$ cat src/hw/rtl/tempo_synced_loop_overdub_mixer_unit_assert.svh
// assertion macros for the loop mixer
`ifndef TEMPO_SYNCED_LOOP_OVERDUB_MIXER_UNIT_ASSERT_SVH
`define TEMPO_SYNCED_LOOP_OVERDUB_MIXER_UNIT_ASSERT_SVH
`ifndef SYNTH
`define TSLOM_NEVER(label, clk, rst, expr) \
   label: assert property (@(posedge clk) disable iff (rst) !(expr)) \
      else $error("forbidden condition seen");
`define TSLOM_IMPLIES(label, clk, rst, ante, cons) \
   label: assert property (@(posedge clk) disable iff (rst) (ante) |-> (cons)) \
      else $error("implication failed");
`else
`define TSLOM_NEVER(label, clk, rst, expr)
`define TSLOM_IMPLIES(label, clk, rst, ante, cons)
`endif
`endif

$ cat src/hw/rtl/tslom_pkg.sv
// shared constants, types and saturation functions of the loop mixer
package tslom_pkg;

   localparam int CHANNEL_COUNT = 4;
   localparam int STORE_DEPTH   = 262144;
   localparam int SAMPLE_BITS   = 24;

   localparam int SEL_W    = 3;
   localparam int IO_W     = 24;
   localparam int TIME_W   = 48;
   localparam int BARS_W   = 8;
   localparam int RATE_W   = 19;
   localparam int BPM_W    = 10;
   localparam int PROD_W   = BARS_W + RATE_W;
   localparam int PER_W    = PROD_W + 8;
   localparam int MEM_DEPTH = CHANNEL_COUNT * STORE_DEPTH;
   localparam int POS_W    = $clog2(STORE_DEPTH);
   localparam int ADDR_W   = $clog2(MEM_DEPTH);
   localparam int ACC_W    = ((SAMPLE_BITS > IO_W) ? SAMPLE_BITS : IO_W) + 4;
   localparam int DCNT_W   = $clog2(TIME_W + 1);
   localparam int CSR_IDX_W  = 3;
   localparam int CSR_DATA_W = 32;

   localparam logic [3:0] CH_MASK =
      (CHANNEL_COUNT >= 4) ? 4'hF : 4'((1 << CHANNEL_COUNT) - 1);

   typedef enum logic [CSR_IDX_W-1:0] {
      REG_ENABLE = 3'd0,
      REG_SOLO   = 3'd1,
      REG_RECORD = 3'd2,
      REG_TEMPO  = 3'd3,
      REG_RATE   = 3'd4,
      REG_BARS   = 3'd5,
      REG_PLAY   = 3'd6,
      REG_CLEAR  = 3'd7
   } reg_index_type;

   typedef struct packed {
      logic             load_in;
      logic             sweep_all;
      logic             take_clear;
      logic             mul;
      logic             div_period;
      logic             cap_period;
      logic             div_pos;
      logic             rd;
      logic             acc;
      logic             wr;
      logic             out_load;
      logic [SEL_W-1:0] ch;
   } cmd_type;

   typedef struct packed {
      logic             enable;
      logic             solo_on;
      logic [SEL_W-1:0] solo_ch;
      logic             rec_on;
      logic [SEL_W-1:0] rec_ch;
      logic             play_bit;
      logic             pend_bit;
      logic             sweep_busy;
      logic             div_busy;
      logic             period_zero;
      logic             pos_ok;
      logic             out_free;
   } stat_type;

   localparam logic signed [IO_W-1:0] OUT_MAX = {1'b0, {(IO_W-1){1'b1}}};
   localparam logic signed [IO_W-1:0] OUT_MIN = {1'b1, {(IO_W-1){1'b0}}};
   localparam logic signed [SAMPLE_BITS-1:0] SMP_MAX = {1'b0, {(SAMPLE_BITS-1){1'b1}}};
   localparam logic signed [SAMPLE_BITS-1:0] SMP_MIN = {1'b1, {(SAMPLE_BITS-1){1'b0}}};

   function automatic logic signed [IO_W-1:0] sat_out(input logic signed [ACC_W-1:0] v);
      logic signed [IO_W-1:0] r;
      if (v > ACC_W'(OUT_MAX)) begin
         r = OUT_MAX;
      end else if (v < ACC_W'(OUT_MIN)) begin
         r = OUT_MIN;
      end else begin
         r = v[IO_W-1:0];
      end
      return r;
   endfunction

   function automatic logic signed [SAMPLE_BITS-1:0] sat_smp(
      input logic signed [ACC_W-1:0] v);
      logic signed [SAMPLE_BITS-1:0] r;
      if (v > ACC_W'(SMP_MAX)) begin
         r = SMP_MAX;
      end else if (v < ACC_W'(SMP_MIN)) begin
         r = SMP_MIN;
      end else begin
         r = v[SAMPLE_BITS-1:0];
      end
      return r;
   endfunction

endpackage

$ cat src/hw/rtl/tslom_ctrl.sv
// controller: sequences clears, position arithmetic, playback and overdub per beat
module tslom_ctrl (
   input  logic                 clock,
   input  logic                 reset,
   input  logic                 req_valid,
   input  tslom_pkg::stat_type  stat,
   output tslom_pkg::cmd_type   cmd,
   output logic                 req_stall
);
   import tslom_pkg::*;

   typedef enum logic [14:0] {
      S_BOOT  = 15'b000000000000001,
      S_INIT  = 15'b000000000000010,
      S_IDLE  = 15'b000000000000100,
      S_CHK   = 15'b000000000001000,
      S_CLR   = 15'b000000000010000,
      S_MUL   = 15'b000000000100000,
      S_SCALE = 15'b000000001000000,
      S_DIVP  = 15'b000000010000000,
      S_PER   = 15'b000000100000000,
      S_DIVM  = 15'b000001000000000,
      S_RD    = 15'b000010000000000,
      S_USE   = 15'b000100000000000,
      S_NEXT  = 15'b001000000000000,
      S_REC   = 15'b010000000000000,
      S_DONE  = 15'b100000000000000
   } state_type;

   state_type        state_ff, state_in;
   logic [SEL_W-1:0] ch_ff, ch_in;
   logic             single_ff, single_in;
   logic             rec_ff, rec_in;

   always_comb begin
      state_in  = state_ff;
      ch_in     = ch_ff;
      single_in = single_ff;
      rec_in    = rec_ff;
      cmd       = '0;
      cmd.ch    = ch_ff;
      case (state_ff)
         S_BOOT: begin
            cmd.sweep_all = 1'b1;
            state_in      = S_INIT;
         end
         S_INIT: begin
            if (!stat.sweep_busy) begin
               state_in = S_IDLE;
            end
         end
         S_IDLE: begin
            if (req_valid) begin
               cmd.load_in = 1'b1;
               rec_in      = 1'b0;
               if (!stat.enable) begin
                  state_in = S_DONE;
               end else if (stat.solo_on) begin
                  ch_in     = stat.solo_ch;
                  single_in = 1'b1;
                  state_in  = S_CHK;
               end else begin
                  ch_in     = '0;
                  single_in = 1'b0;
                  state_in  = S_CHK;
               end
            end
         end
         S_CHK: begin
            if (!stat.play_bit) begin
               state_in = S_NEXT;
            end else if (stat.pend_bit) begin
               cmd.take_clear = 1'b1;
               state_in       = S_CLR;
            end else begin
               state_in = S_MUL;
            end
         end
         S_CLR: begin
            if (!stat.sweep_busy) begin
               state_in = S_MUL;
            end
         end
         S_MUL: begin
            cmd.mul  = 1'b1;
            state_in = S_SCALE;
         end
         S_SCALE: begin
            cmd.div_period = 1'b1;
            state_in       = S_DIVP;
         end
         S_DIVP: begin
            if (!stat.div_busy) begin
               cmd.cap_period = 1'b1;
               state_in       = S_PER;
            end
         end
         S_PER: begin
            if (stat.period_zero) begin
               state_in = rec_ff ? S_DONE : S_NEXT;
            end else begin
               cmd.div_pos = 1'b1;
               state_in    = S_DIVM;
            end
         end
         S_DIVM: begin
            if (!stat.div_busy) begin
               if (stat.pos_ok) begin
                  state_in = S_RD;
               end else begin
                  state_in = rec_ff ? S_DONE : S_NEXT;
               end
            end
         end
         S_RD: begin
            cmd.rd   = 1'b1;
            state_in = S_USE;
         end
         S_USE: begin
            if (rec_ff) begin
               cmd.wr   = 1'b1;
               state_in = S_DONE;
            end else begin
               cmd.acc  = 1'b1;
               state_in = S_NEXT;
            end
         end
         S_NEXT: begin
            if (single_ff || (ch_ff == SEL_W'(CHANNEL_COUNT - 1))) begin
               state_in = S_REC;
            end else begin
               ch_in    = ch_ff + 1'b1;
               state_in = S_CHK;
            end
         end
         S_REC: begin
            if (stat.rec_on) begin
               ch_in    = stat.rec_ch;
               rec_in   = 1'b1;
               state_in = S_MUL;
            end else begin
               state_in = S_DONE;
            end
         end
         S_DONE: begin
            if (stat.out_free) begin
               cmd.out_load = 1'b1;
               state_in     = S_IDLE;
            end
         end
         default: begin
            state_in = S_BOOT;
         end
      endcase
   end

   always_ff @(posedge clock) begin
      if (reset) begin
         state_ff  <= S_BOOT;
         ch_ff     <= '0;
         single_ff <= 1'b0;
         rec_ff    <= 1'b0;
      end else begin
         state_ff  <= state_in;
         ch_ff     <= ch_in;
         single_ff <= single_in;
         rec_ff    <= rec_in;
      end
   end

   assign req_stall = state_ff != S_IDLE;

endmodule

$ cat config.mk
export PLATFORM = sky130hd
export DESIGN_NAME = tslom_ctrl
export DESIGN_NICKNAME = d
export VERILOG_FILES = /design/src/hw/rtl/tempo_synced_loop_overdub_mixer_unit_assert.svh /design/src/hw/rtl/tslom_pkg.sv /design/src/hw/rtl/tslom_ctrl.sv
export SDC_FILE = /design/constraint.sdc
export NUM_CORES = 1
export LEC_CHECK = 0
export ABC_AREA = 1
export BUFFER_PORTS_ARGS = -buffer_cell sky130_fd_sc_hd__buf_2
export CAP_MARGIN = 20
export CORE_MARGIN = 5
export CORE_UTILIZATION = 35
export DETAILED_ROUTE_END_ITERATION = 7
export REMOVE_ABC_BUFFERS = 1
export SETUP_SLACK_MARGIN = 0.3
export SYNTH_ARGS = -nofsm -noshare
export SYNTH_HDL_FRONTEND = slang
export SYNTH_SLANG_ARGS = --single-unit
$ cat constraint.sdc
create_clock -name clock -period 1.7 [get_ports clock]
set_input_delay 0.255 -clock clock [delete_from_list [all_inputs] [get_ports clock]]
set_output_delay 0.255 -clock clock [all_outputs]
set_load 0.03 [all_outputs]
# == After elaboration in Yosys (flattened, before gate mapping) ==
# Index checks and enable logic that the tools add are counted.
# word_totals
out_inout_bits,15
in_bits,19
regBits,20
word_cells,81
# classes
n_reduce_logical,7
addsub,1
muxes,43
eq_ne,26
# ops
cell,n
one-hot mux 15 bit (15 select lines),1
two-way mux 15 bit,12
two-way mux 1 bit,20
"inequality test 2 bit, second input constant",9
"== test 15 x 1 -> 1 bit, second input constant",1
"== test 15 x 10 -> 1 bit, second input constant",1
"== test 15 x 11 -> 1 bit, second input constant",1
"== test 15 x 12 -> 1 bit, second input constant",1
"== test 15 x 13 -> 1 bit, second input constant",1
"== test 15 x 14 -> 1 bit, second input constant",1
"== test 15 bit, second input constant",1
"== test 15 x 2 -> 1 bit, second input constant",1
"== test 15 x 3 -> 1 bit, second input constant",1
"== test 15 x 4 -> 1 bit, second input constant",1
"== test 15 x 5 -> 1 bit, second input constant",1
"== test 15 x 6 -> 1 bit, second input constant",1
"== test 15 x 7 -> 1 bit, second input constant",1
"== test 15 x 8 -> 1 bit, second input constant",1
"== test 15 x 9 -> 1 bit, second input constant",1
two-way mux 3 bit,5
"inequality test 15 x 3 -> 1 bit, second input constant",1
two-way mux 14 bit,1
one-hot mux 3 bit (3 select lines),1
two-way mux 6 bit,1
other kinds (10),11

# == Depth between registers and ports, before layout ==
# depth
word_depth,4
mapped_depth,12
ltp_nobuf,12

# == Worst setup path before layout ==
# No wires, ideal clock.
# synth_timing
kind,register -> register
start,register ch_ff[0]
end,register ch_ff[2]
stages_incl_launch_ff,10
required_time_ns,1.638
n_path_buf,0
setup_slack_ns,0.010
arrival_ns,1.628
synth_period_minus_slack_ns,1.690
setup_time_ns,0.062
path_cell_list,dfxtp_1 > ha_1 > ha_1 > or2_2 > nand3_2 > nand2_1 > nand3b_2 > nand2_1 > nand2_1 > nor2_2
# synth_between
elab_chain_len,4
elab_cells_between_ends,7
cone_classes,add/sub (1); eq/ne (2); mux (2); reduce/logical (2)
# synth_lines
element,line_no,text
from (decl),tslom_ctrl.sv:31,"logic [SEL_W-1:0] ch_ff, ch_in;"
from (signal assigned),tslom_ctrl.sv:165,ch_ff <= ch_in;
branches (longest 4 deep; another with adder 3 x 1 -> 3 bit),--,
# Several ways; the timed one is not identified. The select of a mux whose other input is x is not followed.
# A chain may end at the register's enable or synchronous reset.

==> impl_metrics.tcl <==
set metrics [dict create \
    status "finished, violations left" \
    violations "setup timing" \
    die_x_um 76.2 \
    max_freq_mhz 569 \
    ys_seq_area_share_pct 26.1 \
    die_h_um 76.2 \
    viasPerCell 4.70 \
    post-route-drc-count 0 \
    layout_common_cells "49 x nand2_1, 40 x nor2_1, 32 x buf_4" \
    routed_wl_mm 4.48 \
    synthArstFlopShare_pct 0 \
    synth-simple-area-share_pct 55.9 \
    area.sequential_um2 414 \
    cts_inserted_buffers 3 \
    io_buffers 33 \
    vias 1730 \
    wl_per_cell_um 12.2 \
    vdd.ir_drop.worst_mv 0.312 \
    insertion_delay_ns 0.27 \
    setup_viol 8 \
    arrival_ns 1.50 \
    crit_slowest_cell "dfxtp_2" \
    synth_cell_types 28 \
    grt_pass1_wl_mm 7.36 \
    die_area_um2 5810 \
    crit_chain "nor2_4 > nand2_4 > nor2_4 > buf_12 > nand2_4 > nor3_4 > buf_6" \
    synth_xor_area_share_pct 0 \
    mostFrequentLayoutCell "nand2_1" \
    dp_slack_ns 0.0427 \
    cp_top_family "simple AND/OR/NAND/NOR gates" \
    worst_clock_skew_ns 0.0155 \
    dp_cells 345 \
    synthMuxAreaShare_pct 0 \
    start_util_pct 35.7 \
    first_iter_violations 58 \
    clock_sinks 20 \
    syn_area_um2 1530 \
    grt_pass1_vias 1682 \
    fin_tns_setup_ns -0.258 \
    hold_buffers 0 \
    htree_levels 1 \
    hold_path_class "in2reg" \
    dpl.hpwl_mm 3.28 \
    hold_viol 0 \
    layout_min_cycle_time_ns 1.76 \
    setup_slack_ns -0.0581 \
    overflow 0 \
    synth_top_area_share_pct 26.1 \
    place_congestion 0.838 \
    cp_max_fo 6 \
    nFillCells 420 \
    rsz0062_at_grt "yes" \
    root_buffer "clkbuf_8" \
    drv_cap 0 \
    num_antenna_cells 0 \
    synth_edf_count 0 \
    nNetsFinal 338 \
    cts_tree "built" \
    synth_top_family_by_area "simple AND/OR/NAND/NOR gates" \
    max_slew_margin_pct 79.1 \
    grt_antenna_before_repair 0 \
    grt_usage_pct 14.8 \
    multi_input_area_um2 1200 \
    grt_max_degree 13 \
    critPathMaxStageDelay_ns 0.34 \
    clk_pin_slew_worst_paths_ns 0.08 \
    start_kind "flop" \
    synthToLayoutAreaGrowth_pct 58.5 \
    p_per_area_nw_per_um2 590 \
    synthFlopType "dfxtp_1" \
    synth-compound-area-share_pct 4.89 \
    coreArea_um2 4290 \
    synth-adder-area-share_pct 1.63 \
    crit_type "reg2out" \
    yosys.area.top_type "dfxtp_1" \
    final_cell_count_no_fill 368 \
    ant_nets 0 \
    critPathCaptureType "output port" \
    avgSynthCellArea_um2 6.19 \
    worstMarginPinSlew_ns 0.314 \
    fp-row-count 24 \
    synth_warnings 0 \
    ys_ff_latch 20 \
    ctsLongestPathBuffers 2 \
    required_ns 1.44 \
    post-route-period-util_pct 103 \
    synth.area.top_cells "dfxtp_1 26%, nand2_1 14%, nor2_1 12%" \
    fin_util_pct 56.6 \
    dr.pass1.iters 4 \
    cp_num_buf_inv 2 \
    drive_above_1_share_pct 48.1 \
    ios 34 \
    postSynthCellCount 248 \
    slew_violations 0 \
    leakage_nw 1.21 \
]
through the flow:
stage | total power, W | hold WS (ns) | cell area, µm²
after CTS | 0.00138 | 0.222 | 2210
final | 0.00143 | 0.240 | 2430
after detailed placement | 0.000808 | 0.512 | 1860
after floorplan | 0.000700 | 0.317 | 1500
after global placement | 0.000808 | 0.502 | 1860
after global routing | 0.00151 | 0.265 | 2430
Yosys cell counts, types with 2 or more instances:
cell type,number
nor2_4,4
inv_2,3
inv_1,35
nand4_1,4
ha_1,2
o21ai_2,2
nand2_2,8
nor2_2,8
nand2_1,58
a21oi_1,5
a21oi_2,2
nand3_2,2
clkbuf_1,2
nand3b_2,2
nand2_4,4
nor3_1,4
dfxtp_1,20
nor2_1,51
nand3_1,23
sequential cells by signal, summed over array words and instances (netlist names):
name / flops
rec_ff: 1
single_ff: 1
ch_ff: 3
state_ff: 15
cells by family after synthesis:
logic type	after synthesis
AOI/OAI and AO/OA	11
adders and majority gates	2
buffers and inverters	42
DFF	20
and+or+nand+nor	173
final timing paths:
path                                   from           end  slack (ns)  depth (start not counted)
worst max-delay path            state_ff[9]       cmd[11]       -0.06                          7
worst min-delay path                stat[1]  state_ff[10]        0.24                          3
worst max register to register  state_ff[4]      ch_ff[2]        0.05                         11
worst min register to register    single_ff     single_ff        0.52                          2
power by group:
| part | total [W] | internal (W) | switching, W | leakage [nW] |
|---|---|---|---|---|
| clock | 0.000480 | 0.000315 | 0.000165 | 0.0357 |
| sequential | 0.000503 | 0.000486 | 0.0000166 | 0.166 |
| combinational | 0.000452 | 0.000200 | 0.000252 | 1.01 |
worst min-delay path, stage by stage:
cell and delay, ns:
buf_2 0.12, nand2_1 0.06, nor3_1 0.04
layout make-up:
class | count | area share [%]
Clock buffer | 3 | 1.70
Sequential cell | 20 | 17.0
Inverter | 38 | 5.97
Multi-Input combinational cell | 186 | 49.4
Tap cell | 52 | 2.68
Timing Repair Buffer | 68 | 22.0
Clock inverter | 1 | 1.24
per-layer routing:
metal / track usage [%] / up-vias / wire (µm)
li1: - / 904 / -
met1: 19.2 / 781 / 2030
met2: 24.8 / 37 / 2220
met3: 2.96 / 8 / 172
met4: 4.20 / 0 / 60
met5: 0 / - / 0
repair_timing:
| action | in CTS | in global routing |
|---|---|---|
| cloned | 0 | 0 |
| setup endpoints to repair | 29 | 30 |
| gates resized for setup | 64 | 33 |
| pin swaps | 13 | 9 |
| setup buffers | 8 | 11 |
(Power assumes the default switching activity.)
